==> src/hw/rtl/mipid_pkg.sv <==
// Shared types and constants for the multichannel incremental PID block.
// Used by the modules under hw/rtl except mipid_ram; depends on nothing.
package mipid_pkg;

  localparam int CHANNELS_DEF  = 4;
  localparam int FRAC_BITS_DEF = 8;

  localparam int CH_W   = 2;
  localparam int MEAS_W = 16;
  localparam int GAIN_W = 16;
  localparam int DB_W   = 8;
  localparam int DUTY_W = 12;

  localparam int CFG_AW = 3;
  localparam int CFG_DW = 16;

  // error, second difference, product and sum widths
  localparam int E_W    = MEAS_W + 1;
  localparam int DIFF_W = E_W + 2;
  localparam int PROD_W = GAIN_W + 1 + DIFF_W;
  localparam int SUM_W  = PROD_W + 2;

  localparam int OQ_AW    = 3;
  localparam int OQ_DEPTH = 1 << OQ_AW;

  localparam logic [DB_W-1:0]   DEAD_BAND_RST  = 8'd5;
  localparam logic [DUTY_W-1:0] DUTY_LIMIT_RST = 12'd1000;

  typedef enum logic [CFG_AW-1:0] {
    REG_PROP_GAIN  = 3'd0,
    REG_INTEG_GAIN = 3'd1,
    REG_DERIV_GAIN = 3'd2,
    REG_DEAD_BAND  = 3'd3,
    REG_DUTY_LIMIT = 3'd4
  } cfg_reg_t;

  typedef struct packed {
    logic [GAIN_W-1:0] prop_gain;
    logic [GAIN_W-1:0] integ_gain;
    logic [GAIN_W-1:0] deriv_gain;
    logic [DB_W-1:0]   dead_band;
    logic [DUTY_W-1:0] duty_limit;
  } cfg_t;

  typedef struct packed {
    logic [CH_W-1:0]          channel;
    logic signed [MEAS_W-1:0] measured;
    logic signed [MEAS_W-1:0] setpoint;
  } in_item_t;

  typedef struct packed {
    logic [CH_W-1:0]   channel_out;
    logic [DUTY_W-1:0] duty;
  } out_item_t;

endpackage

==> src/hw/rtl/multichannel_incremental_pid.sv <==
// Top level of the multichannel incremental PID; holds the update pipeline.
// Depends on mipid_pkg, mipid_ram, mipid_cfg and mipid_outq.
//
// One item per clock is taken in steady state while in_stall is low, for any mix of
// channels. Each item runs through a five-stage pipeline: error history read,
// differences and history write-back, gain products, product sum with accumulator
// read, accumulate/clamp with accumulator write. The result then goes through the
// result queue to out_valid. Per-channel state lives in two RAMs with registered
// read, with forwarding between items on the same channel. An eight-entry result
// queue absorbs output stalls; in_stall rises when eight items are in flight or
// waiting. Channel state is zero after reset, with no clearing pass.
module multichannel_incremental_pid #(
  parameter int CHANNELS  = mipid_pkg::CHANNELS_DEF,
  parameter int FRAC_BITS = mipid_pkg::FRAC_BITS_DEF
) (
  input  logic                          clk,
  input  logic                          rst_n,
  input  logic                          in_valid,
  output logic                          in_stall,
  input  mipid_pkg::in_item_t           in_data,
  output logic                          out_valid,
  input  logic                          out_stall,
  output mipid_pkg::out_item_t          out_data,
  input  logic                          cfg_we,
  input  logic [mipid_pkg::CFG_AW-1:0]  cfg_addr,
  input  logic [mipid_pkg::CFG_DW-1:0]  cfg_wdata
);

  localparam int CH_AW  = (CHANNELS > 1) ? $clog2(CHANNELS) : 1;
  localparam int CH_W   = mipid_pkg::CH_W;
  localparam int E_W    = mipid_pkg::E_W;
  localparam int DIFF_W = mipid_pkg::DIFF_W;
  localparam int PROD_W = mipid_pkg::PROD_W;
  localparam int SUM_W  = mipid_pkg::SUM_W;
  localparam int DUTY_W = mipid_pkg::DUTY_W;
  localparam int ACC_W  = DUTY_W + FRAC_BITS;
  localparam int CNT_W  = mipid_pkg::OQ_AW + 1;

  mipid_pkg::cfg_t cfg;

  mipid_cfg u_cfg (
    .clk       (clk),
    .rst_n     (rst_n),
    .cfg_we    (cfg_we),
    .cfg_addr  (cfg_addr),
    .cfg_wdata (cfg_wdata),
    .cfg       (cfg)
  );

  // occupancy: items accepted and not yet delivered
  logic             in_acc, out_pop;
  logic [CNT_W-1:0] cnt_r, cnt_nxt;

  assign in_acc   = in_valid && !in_stall;
  assign in_stall = (cnt_r == CNT_W'(mipid_pkg::OQ_DEPTH));
  assign cnt_nxt  = cnt_r + CNT_W'(in_acc) - CNT_W'(out_pop);

  always_ff @(posedge clk) begin
    if (!rst_n) begin
      cnt_r <= '0;
    end else begin
      cnt_r <= cnt_nxt;
    end
  end

  // stage B: error history available
  logic                  b_vld_r, b_rng_r;
  logic [CH_W-1:0]       b_ch_r;
  logic signed [E_W-1:0] b_e_r, b_e_nxt;

  assign b_e_nxt = E_W'(in_data.setpoint) - E_W'(in_data.measured);

  always_ff @(posedge clk) begin
    if (!rst_n) begin
      b_vld_r <= 1'b0;
    end else begin
      b_vld_r <= in_acc;
    end
    b_ch_r  <= in_data.channel;
    b_rng_r <= (int'(in_data.channel) < CHANNELS);
    b_e_r   <= b_e_nxt;
  end

  logic [CH_AW-1:0]      b_idx;
  logic [2*E_W-1:0]      err_rdata, err_cur, err_wdata;
  logic                  err_we;
  logic [CHANNELS-1:0]   errv_r, errv_nxt;
  logic                  fe_vld_r;
  logic [CH_AW-1:0]      fe_idx_r;
  logic [2*E_W-1:0]      fe_data_r;
  logic signed [E_W-1:0] e1, e2;
  logic [E_W-1:0]        mag;
  logic                  b_upd;
  logic signed [DIFF_W-1:0] dp, dd;

  assign b_idx = CH_AW'(b_ch_r);

  mipid_ram #(.WIDTH(2*E_W), .DEPTH(CHANNELS)) u_err_ram (
    .clk   (clk),
    .we    (err_we),
    .waddr (b_idx),
    .wdata (err_wdata),
    .raddr (CH_AW'(in_data.channel)),
    .rdata (err_rdata)
  );

  always_comb begin
    if (fe_vld_r && fe_idx_r == b_idx) begin
      err_cur = fe_data_r;
    end else if (errv_r[b_idx]) begin
      err_cur = err_rdata;
    end else begin
      err_cur = '0;
    end
  end

  assign e1    = err_cur[2*E_W-1:E_W];
  assign e2    = err_cur[E_W-1:0];
  assign mag   = b_e_r[E_W-1] ? E_W'(-b_e_r) : E_W'(b_e_r);
  assign b_upd = b_rng_r && (mag > E_W'(cfg.dead_band));
  assign dp    = DIFF_W'(b_e_r) - DIFF_W'(e1);
  assign dd    = DIFF_W'(b_e_r) - (DIFF_W'(e1) <<< 1) + DIFF_W'(e2);

  assign err_we    = b_vld_r && b_upd;
  assign err_wdata = {b_e_r, e1};

  always_comb begin
    errv_nxt = errv_r;
    if (err_we) begin
      errv_nxt[b_idx] = 1'b1;
    end
  end

  always_ff @(posedge clk) begin
    if (!rst_n) begin
      errv_r   <= '0;
      fe_vld_r <= 1'b0;
    end else begin
      errv_r   <= errv_nxt;
      fe_vld_r <= err_we;
    end
    fe_idx_r  <= b_idx;
    fe_data_r <= err_wdata;
  end

  // stage C: gain products
  logic                     c_vld_r, c_rng_r, c_upd_r;
  logic [CH_W-1:0]          c_ch_r;
  logic signed [E_W-1:0]    c_e_r;
  logic signed [DIFF_W-1:0] c_dp_r, c_dd_r;

  always_ff @(posedge clk) begin
    if (!rst_n) begin
      c_vld_r <= 1'b0;
    end else begin
      c_vld_r <= b_vld_r;
    end
    c_ch_r  <= b_ch_r;
    c_rng_r <= b_rng_r;
    c_upd_r <= b_upd;
    c_e_r   <= b_e_r;
    c_dp_r  <= dp;
    c_dd_r  <= dd;
  end

  logic signed [PROD_W-1:0] p_nxt, i_nxt, d_nxt;

  assign p_nxt = $signed({1'b0, cfg.prop_gain})  * c_dp_r;
  assign i_nxt = $signed({1'b0, cfg.integ_gain}) * DIFF_W'(c_e_r);
  assign d_nxt = $signed({1'b0, cfg.deriv_gain}) * c_dd_r;

  // stage D: sum of products, accumulator read issued
  logic                     d_vld_r, d_rng_r, d_upd_r;
  logic [CH_W-1:0]          d_ch_r;
  logic signed [PROD_W-1:0] d_p_r, d_i_r, d_d_r;
  logic signed [SUM_W-1:0]  psum_nxt;

  always_ff @(posedge clk) begin
    if (!rst_n) begin
      d_vld_r <= 1'b0;
    end else begin
      d_vld_r <= c_vld_r;
    end
    d_ch_r  <= c_ch_r;
    d_rng_r <= c_rng_r;
    d_upd_r <= c_upd_r;
    d_p_r   <= p_nxt;
    d_i_r   <= i_nxt;
    d_d_r   <= d_nxt;
  end

  assign psum_nxt = d_upd_r ? (SUM_W'(d_p_r) + SUM_W'(d_i_r) + SUM_W'(d_d_r)) : '0;

  // stage E: accumulate, clamp, write back
  logic                    e_vld_r, e_rng_r;
  logic [CH_W-1:0]         e_ch_r;
  logic signed [SUM_W-1:0] e_psum_r;

  always_ff @(posedge clk) begin
    if (!rst_n) begin
      e_vld_r <= 1'b0;
    end else begin
      e_vld_r <= d_vld_r;
    end
    e_ch_r   <= d_ch_r;
    e_rng_r  <= d_rng_r;
    e_psum_r <= psum_nxt;
  end

  logic [CH_AW-1:0]        e_idx;
  logic [ACC_W-1:0]        acc_rdata, acc_old, acc_new, acc_top;
  logic signed [SUM_W-1:0] acc_sum, top_s;
  logic                    acc_we;
  logic [CHANNELS-1:0]     accv_r, accv_nxt;
  logic                    fa_vld_r;
  logic [CH_AW-1:0]        fa_idx_r;
  logic [ACC_W-1:0]        fa_val_r;
  mipid_pkg::out_item_t    res;

  assign e_idx = CH_AW'(e_ch_r);

  mipid_ram #(.WIDTH(ACC_W), .DEPTH(CHANNELS)) u_acc_ram (
    .clk   (clk),
    .we    (acc_we),
    .waddr (e_idx),
    .wdata (acc_new),
    .raddr (CH_AW'(d_ch_r)),
    .rdata (acc_rdata)
  );

  always_comb begin
    if (fa_vld_r && fa_idx_r == e_idx) begin
      acc_old = fa_val_r;
    end else if (accv_r[e_idx]) begin
      acc_old = acc_rdata;
    end else begin
      acc_old = '0;
    end
  end

  assign acc_top = ACC_W'(cfg.duty_limit) << FRAC_BITS;
  assign top_s   = $signed(SUM_W'(acc_top));
  assign acc_sum = $signed(SUM_W'(acc_old)) + e_psum_r;

  always_comb begin
    priority if (acc_sum[SUM_W-1] || acc_sum == '0) begin
      acc_new = '0;
    end else if (acc_sum >= top_s) begin
      acc_new = acc_top;
    end else begin
      acc_new = acc_sum[ACC_W-1:0];
    end
  end

  assign acc_we = e_vld_r && e_rng_r;

  always_comb begin
    accv_nxt = accv_r;
    if (acc_we) begin
      accv_nxt[e_idx] = 1'b1;
    end
  end

  always_ff @(posedge clk) begin
    if (!rst_n) begin
      accv_r   <= '0;
      fa_vld_r <= 1'b0;
    end else begin
      accv_r   <= accv_nxt;
      fa_vld_r <= acc_we;
    end
    fa_idx_r <= e_idx;
    fa_val_r <= acc_new;
  end

  assign res.channel_out = e_ch_r;
  assign res.duty        = e_rng_r ? acc_new[ACC_W-1 -: DUTY_W] : '0;

  assign out_pop = out_valid && !out_stall;

  mipid_outq u_outq (
    .clk       (clk),
    .rst_n     (rst_n),
    .push      (e_vld_r),
    .push_item (res),
    .pop       (out_pop),
    .out_valid (out_valid),
    .out_item  (out_data)
  );

endmodule

==> src/hw/rtl/mipid_ram.sv <==
// Generic single-write, single-read synchronous RAM with registered read.
// Read during write to the same address returns the old data. No dependencies.
module mipid_ram #(
  parameter int WIDTH = 8,
  parameter int DEPTH = 4,
  localparam int AW = (DEPTH > 1) ? $clog2(DEPTH) : 1
) (
  input  logic             clk,
  input  logic             we,
  input  logic [AW-1:0]    waddr,
  input  logic [WIDTH-1:0] wdata,
  input  logic [AW-1:0]    raddr,
  output logic [WIDTH-1:0] rdata
);

  logic [WIDTH-1:0] mem [DEPTH];

  always_ff @(posedge clk) begin
    if (we) begin
      mem[waddr] <= wdata;
    end
    rdata <= mem[raddr];
  end

endmodule

==> src/hw/rtl/mipid_cfg.sv <==
// Configuration register file: gains, deadband and duty limit.
// Depends on mipid_pkg.
module mipid_cfg (
  input  logic                          clk,
  input  logic                          rst_n,
  input  logic                          cfg_we,
  input  logic [mipid_pkg::CFG_AW-1:0]  cfg_addr,
  input  logic [mipid_pkg::CFG_DW-1:0]  cfg_wdata,
  output mipid_pkg::cfg_t               cfg
);

  mipid_pkg::cfg_t cfg_r;
  mipid_pkg::cfg_t cfg_nxt;

  always_comb begin
    cfg_nxt = cfg_r;
    if (cfg_we) begin
      unique case (cfg_addr)
        mipid_pkg::REG_PROP_GAIN:  cfg_nxt.prop_gain  = cfg_wdata;
        mipid_pkg::REG_INTEG_GAIN: cfg_nxt.integ_gain = cfg_wdata;
        mipid_pkg::REG_DERIV_GAIN: cfg_nxt.deriv_gain = cfg_wdata;
        mipid_pkg::REG_DEAD_BAND:  cfg_nxt.dead_band  = cfg_wdata[mipid_pkg::DB_W-1:0];
        mipid_pkg::REG_DUTY_LIMIT: cfg_nxt.duty_limit = cfg_wdata[mipid_pkg::DUTY_W-1:0];
        default:                   cfg_nxt = cfg_r;
      endcase
    end
  end

  always_ff @(posedge clk) begin
    if (!rst_n) begin
      cfg_r.prop_gain  <= '0;
      cfg_r.integ_gain <= '0;
      cfg_r.deriv_gain <= '0;
      cfg_r.dead_band  <= mipid_pkg::DEAD_BAND_RST;
      cfg_r.duty_limit <= mipid_pkg::DUTY_LIMIT_RST;
    end else begin
      cfg_r <= cfg_nxt;
    end
  end

  assign cfg = cfg_r;

endmodule

==> src/hw/rtl/mipid_outq.sv <==
// Result queue between the update pipeline and the output channel.
// Depends on mipid_pkg.
module mipid_outq (
  input  logic                  clk,
  input  logic                  rst_n,
  input  logic                  push,
  input  mipid_pkg::out_item_t  push_item,
  input  logic                  pop,
  output logic                  out_valid,
  output mipid_pkg::out_item_t  out_item
);

  localparam int AW = mipid_pkg::OQ_AW;

  mipid_pkg::out_item_t q_r [mipid_pkg::OQ_DEPTH];
  logic [AW:0] wr_ptr_r, wr_ptr_nxt;
  logic [AW:0] rd_ptr_r, rd_ptr_nxt;

  assign wr_ptr_nxt = wr_ptr_r + (AW+1)'(push);
  assign rd_ptr_nxt = rd_ptr_r + (AW+1)'(pop);

  always_ff @(posedge clk) begin
    if (!rst_n) begin
      wr_ptr_r <= '0;
      rd_ptr_r <= '0;
    end else begin
      wr_ptr_r <= wr_ptr_nxt;
      rd_ptr_r <= rd_ptr_nxt;
    end
  end

  always_ff @(posedge clk) begin
    if (push) begin
      q_r[wr_ptr_r[AW-1:0]] <= push_item;
    end
  end

  assign out_valid = (wr_ptr_r != rd_ptr_r);
  assign out_item  = q_r[rd_ptr_r[AW-1:0]];

endmodule

==> config.mk <==
export PLATFORM = sky130hd
export DESIGN_NAME = multichannel_incremental_pid
export DESIGN_NICKNAME = d
export VERILOG_FILES = /design/src/hw/rtl/mipid_pkg.sv /design/src/hw/rtl/multichannel_incremental_pid.sv /design/src/hw/rtl/mipid_ram.sv /design/src/hw/rtl/mipid_cfg.sv /design/src/hw/rtl/mipid_outq.sv
export SDC_FILE = /design/constraint.sdc
export NUM_CORES = 2
export LEC_CHECK = 0
export ABC_AREA = 0
export BUFFER_PORTS_ARGS = -buffer_cell sky130_fd_sc_hd__clkbuf_2
export CAP_MARGIN = 20
export CORE_MARGIN = 4
export CORE_UTILIZATION = 30
export CTS_CLUSTER_DIAMETER = 150
export DETAILED_ROUTE_END_ITERATION = 16
export GPL_TIMING_DRIVEN = 1
export PLACE_DENSITY = 0.4
export RECOVER_POWER = 50
export REMOVE_ABC_BUFFERS = 1
export SLEW_MARGIN = 25
export SYNTH_ARGS = -nofsm -noshare
export SYNTH_HDL_FRONTEND = slang
export SYNTH_SLANG_ARGS = --single-unit
export TNS_END_PERCENT = 5
==> constraint.sdc <==
create_clock -name clk -period 9.27 [get_ports clk]
set_clock_uncertainty 0.15 [all_clocks]
set_input_delay 0 -clock clk [delete_from_list [all_inputs] [get_ports clk]]
set_output_delay 0 -clock clk [all_outputs]
set_load 0.01 [all_outputs]
==> flow_metrics.env <==
export IMPL_status="complete, but fails checks"
export IMPL_failed_checks="capacitance limit, slew limit"
export IMPL_hpwl_mm=138.6
export IMPL_p_comb_share_pct=34.2
export IMPL_finish_instance_area_mm2=0.06940
export IMPL_maxSlewHeadroom_pct=-120.1
export IMPL_worst_slew_pin_slew_ns=3.301
export IMPL_syn_avg_cell_area_um2=10.42
export IMPL_p_leak_nw=31.79
export IMPL_dpl_cell_area_mm2=0.06564
export IMPL_synth_seq_area_share_pct=29.13
export IMPL_startpoint_type="flop"
export IMPL_r2r_slack_ns=1.24
export IMPL_layout_drive_gt1_share_pct=6.193
export IMPL_die_x_um=462.6
export IMPL_routed_via_count=40370
export IMPL_dieArea_mm2=0.2140
export IMPL_setup_tns_ns=0
export IMPL_yosysUniqueCellTypes=82
export IMPL_async_flop_share_pct=0
export IMPL_yosysWarnings=0
export IMPL_maxSlewViolCount=533
export IMPL_seq_power_share_pct=37.7
export IMPL_cts_max_path_buffers=3
export IMPL_grt_pass1_wl_mm=276.6
export IMPL_worst_path_max_delay_cell="dfxtp_1"
export IMPL_synth_edf_count=328
export IMPL_routed_wl_mm=177.9
export IMPL_intPower_mw=7.534
export IMPL_drtIter0Drc=2043
export IMPL_path_cells="nand2_1 -> fa_1 -> inv_1 -> fa_1 -> ha_1 -> fa_1 -> inv_1 -> fa_1 -> fa_1 -> inv_1 -> ha_1 -> a2111o_1 -> a311oi_1 -> o31a_1 -> nor2_1 -> o22a_1 -> a221oi_1 -> nor2_1 -> a2111oi_1 -> o21ai_0 -> or3_1 -> and3_1"
export IMPL_layout_common_cells="inv_1 (1233), fa_1 (867), nand2_1 (674)"
export IMPL_ys_flop_type="dfxtp_1"
export IMPL_wl_per_cell_um=20.12
export IMPL_grt_max_degree=48
export IMPL_antenna_found_initial=7
export IMPL_cap_violations=21
export IMPL_synthesis_area_mm2=0.06199
export IMPL_die_h_um=462.6
export IMPL_vias_per_cell=4.565
export IMPL_grt_pass1_vias=43910
export IMPL_critPathMaxStageDelay_ns=0.88
export IMPL_start_util_pct=30.24
export IMPL_crit_path_end_kind="flop"
export IMPL_path_max_fanout=19
export IMPL_clk_latency_ns=0.76
export IMPL_cts_tree="done"
export IMPL_cp_data_arrival_time_ns=8.49
export IMPL_setup_worst_path_class="flop to flop"
export IMPL_rsz0062_at_grt="false"
export IMPL_p_switching_mw=4.891
export IMPL_setup_viol=0
export IMPL_cts_root_buf="clkbuf_16"
export IMPL_vdd_ir_drop_max_v=0.0001481
export IMPL_p_clk_share_pct=28.2
export IMPL_gp_congestion=0.8297
export IMPL_drtPass1Iterations=5
export IMPL_overflow=0
export IMPL_crit_top_cell="fa_1"
export IMPL_ys_ff_latch=738
export IMPL_cts_clk_slew_worst_paths_ns=0.08
export IMPL_layout_commonest_cell="inv_1"
export IMPL_grt_total_usage_pct=16.91
export IMPL_switching_share_pct=39.37
export IMPL_hold_path_class="input pin to flop"
export IMPL_coreArea_mm2=0.2050
export IMPL_pin_count=74
export IMPL_cts_buffers=83
export IMPL_nets=7451
export IMPL_numClockSinks=738
export IMPL_fin_crit_ns=8.030
export IMPL_htreeDepth=3
export IMPL_synth_cells=5948
export IMPL_power_density_mw_per_mm2=179.0
export IMPL_drc_errors=0
export IMPL_ant_nets=0
export IMPL_min_period_over_period_pct=86.62
export IMPL_clock_fmax_ghz=0.1245
export IMPL_hold_viol=0
export IMPL_port_buffers=73
export IMPL_syn_to_final_growth_pct=11.95
export IMPL_std_cell_rows=166
export IMPL_required_ns=9.73
==> final cells by class <==
class / count / area [um^2]
Timing Repair Buffer: 251 / 1878
Tap cell: 2688 / 3363
Sequential cell: 738 / 18060
Fill cell: 20900 / 135600
Multi-Input combinational cell: 3775 / 38570
Clock buffer: 111 / 2272
Inverter: 1233 / 4628
Antenna cell: 3 / 7.507
Clock inverter: 44 / 613.1
==> critical path, delay by kind of cell (launching register included) <==
| family | cells | cell delay, ns |
|---|---|---|
| AOI/OAI and AO/OA | 7 | 2.76 |
| adders and majority gates | 7 | 3.04 |
| buffers and inverters | 3 | 0.16 |
| and+or+nand+nor | 5 | 0.90 |
| DFF | 1 | 0.88 |
==> cells in the mapped netlist (7+ instances only) <==
cell	count	area (um^2)
o21a_1	32	240.2
inv_1	1233	4628
o211ai_1	20	150.1
xor2_1	62	543.0
and2_1	432	2703
or3_1	11	68.82
nor4_1	8	50.05
o31ai_1	12	90.09
o21ai_0	84	420.4
a211oi_1	14	105.1
nand2b_1	38	237.7
buf_1	9	33.78
a22oi_1	31	232.7
mux4_2	84	1892
nor3_1	43	215.2
a21o_1	69	518.0
a21oi_1	139	695.7
a31oi_1	11	68.82
nand4_1	23	143.9
nor3b_1	7	52.55
nand3_1	55	275.3
o31a_1	8	70.07
a41oi_1	8	70.07
xnor2_1	144	1261
edfxtp_1	328	9849
a22o_1	38	332.8
clkbuf_1	191	716.9
o21bai_1	23	172.7
and3_1	23	143.9
fa_1	867	17360
ha_1	444	5555
a21boi_0	72	540.5
nor2b_1	39	244.0
nor2_1	156	585.6
mux2_2	14	157.7
dfxtp_1	410	8208
nand2_1	674	2530
==> final timing paths <==
path	end	startpoint	cells past startpoint
setup / recovery	d_p_r[33]$_DFF_P_	u_cfg.cfg[54]$_SDFFE_PN0P_	22
hold / removal	b_e_r[1]$_DFF_P_	in_data[1]	5
setup reg to reg	d_p_r[33]$_DFF_P_	u_cfg.cfg[54]$_SDFFE_PN0P_	22
hold reg to reg	d_upd_r$_DFF_P_	c_upd_r$_DFF_P_	0
==> layer usage <==
| metal | global-route usage, % | vias to the layer above | share of wire [%] |
|---|---|---|---|
| met5 | 0 | - | 0 |
| met3 | 1.945 | 164 | 2.8 |
| met4 | 4.077 | 0 | 2.5 |
| li1 | - | 19000 | - |
| met2 | 29.45 | 546 | 49 |
| met1 | 22.44 | 20660 | 45 |
==> sequential cells by signal, summed over array words and instances, names as in the netlist, 17 cells and up <==
name,cells
b_e_r,17
c_dd_r,19
c_dp_r,18
c_e_r,17
d_d_r,36
d_i_r,34
d_p_r,35
e_psum_r,37
fa_val_r,20
fe_data_r,17
u_acc_ram.mem,80
u_acc_ram.rdata,20
u_cfg.cfg,68
u_err_ram.mem,136
u_err_ram.rdata,34
u_outq.q_r,112
==> power by group through the flow <==
stage | Combinational (mW) | Clock, mW | Sequential [mW]
floorplan | 2.81 | 0 | 4.35
global placement | 4.24 | 0 | 4.78
finish | 4.25 | 3.50 | 4.68
detailed placement | 4.25 | 0 | 4.78
CTS | 4.32 | 3.61 | 4.71
global route | 4.82 | 3.75 | 4.76
==> timing repair <==
action | CTS | global route
buffers inserted | 0 | 0
gates resized for setup | 0 | 0
endpoints found under the hold margin | 131 | 0
hold buffers | 98 | 0
==> logic make-up (layout without fill, tap and decap cells) <==
| kind of cell | Yosys count | after routing | synth area share [%] |
|---|---|---|---|
| and+or+nand+nor | 1537 | 1537 | 12.07 |
| AOI/OAI and AO/OA | 622 | 622 | 6.903 |
| DFF | 738 | 738 | 29.13 |
| muxes | 99 | 99 | 3.322 |
| buffers and inverters | 1435 | 1639 | 8.703 |
| adders and majority gates | 1311 | 1311 | 36.96 |
| other | 0 | 3 | 0 |
| xor gates and xnor gates | 206 | 206 | 2.910 |
==> through the flow <==
stage	hold WS [ns]	power [mW]	worst slack, ns	util (%)	instances
3_3_place_gp	0.1636	9.019	1.026	32.02	8587
5_1_grt	0.05469	13.33	0.8153	33.85	8841
2_1_floorplan	-0.1223	7.157	2.645	-	5746
4_1_cts	0.03687	12.65	1.191	33.91	8840
3_5_place_dp	0.1511	9.027	1.255	32.02	8587
6_report	0.08350	12.43	1.240	33.85	8843
(Power assumes the default switching activity.)
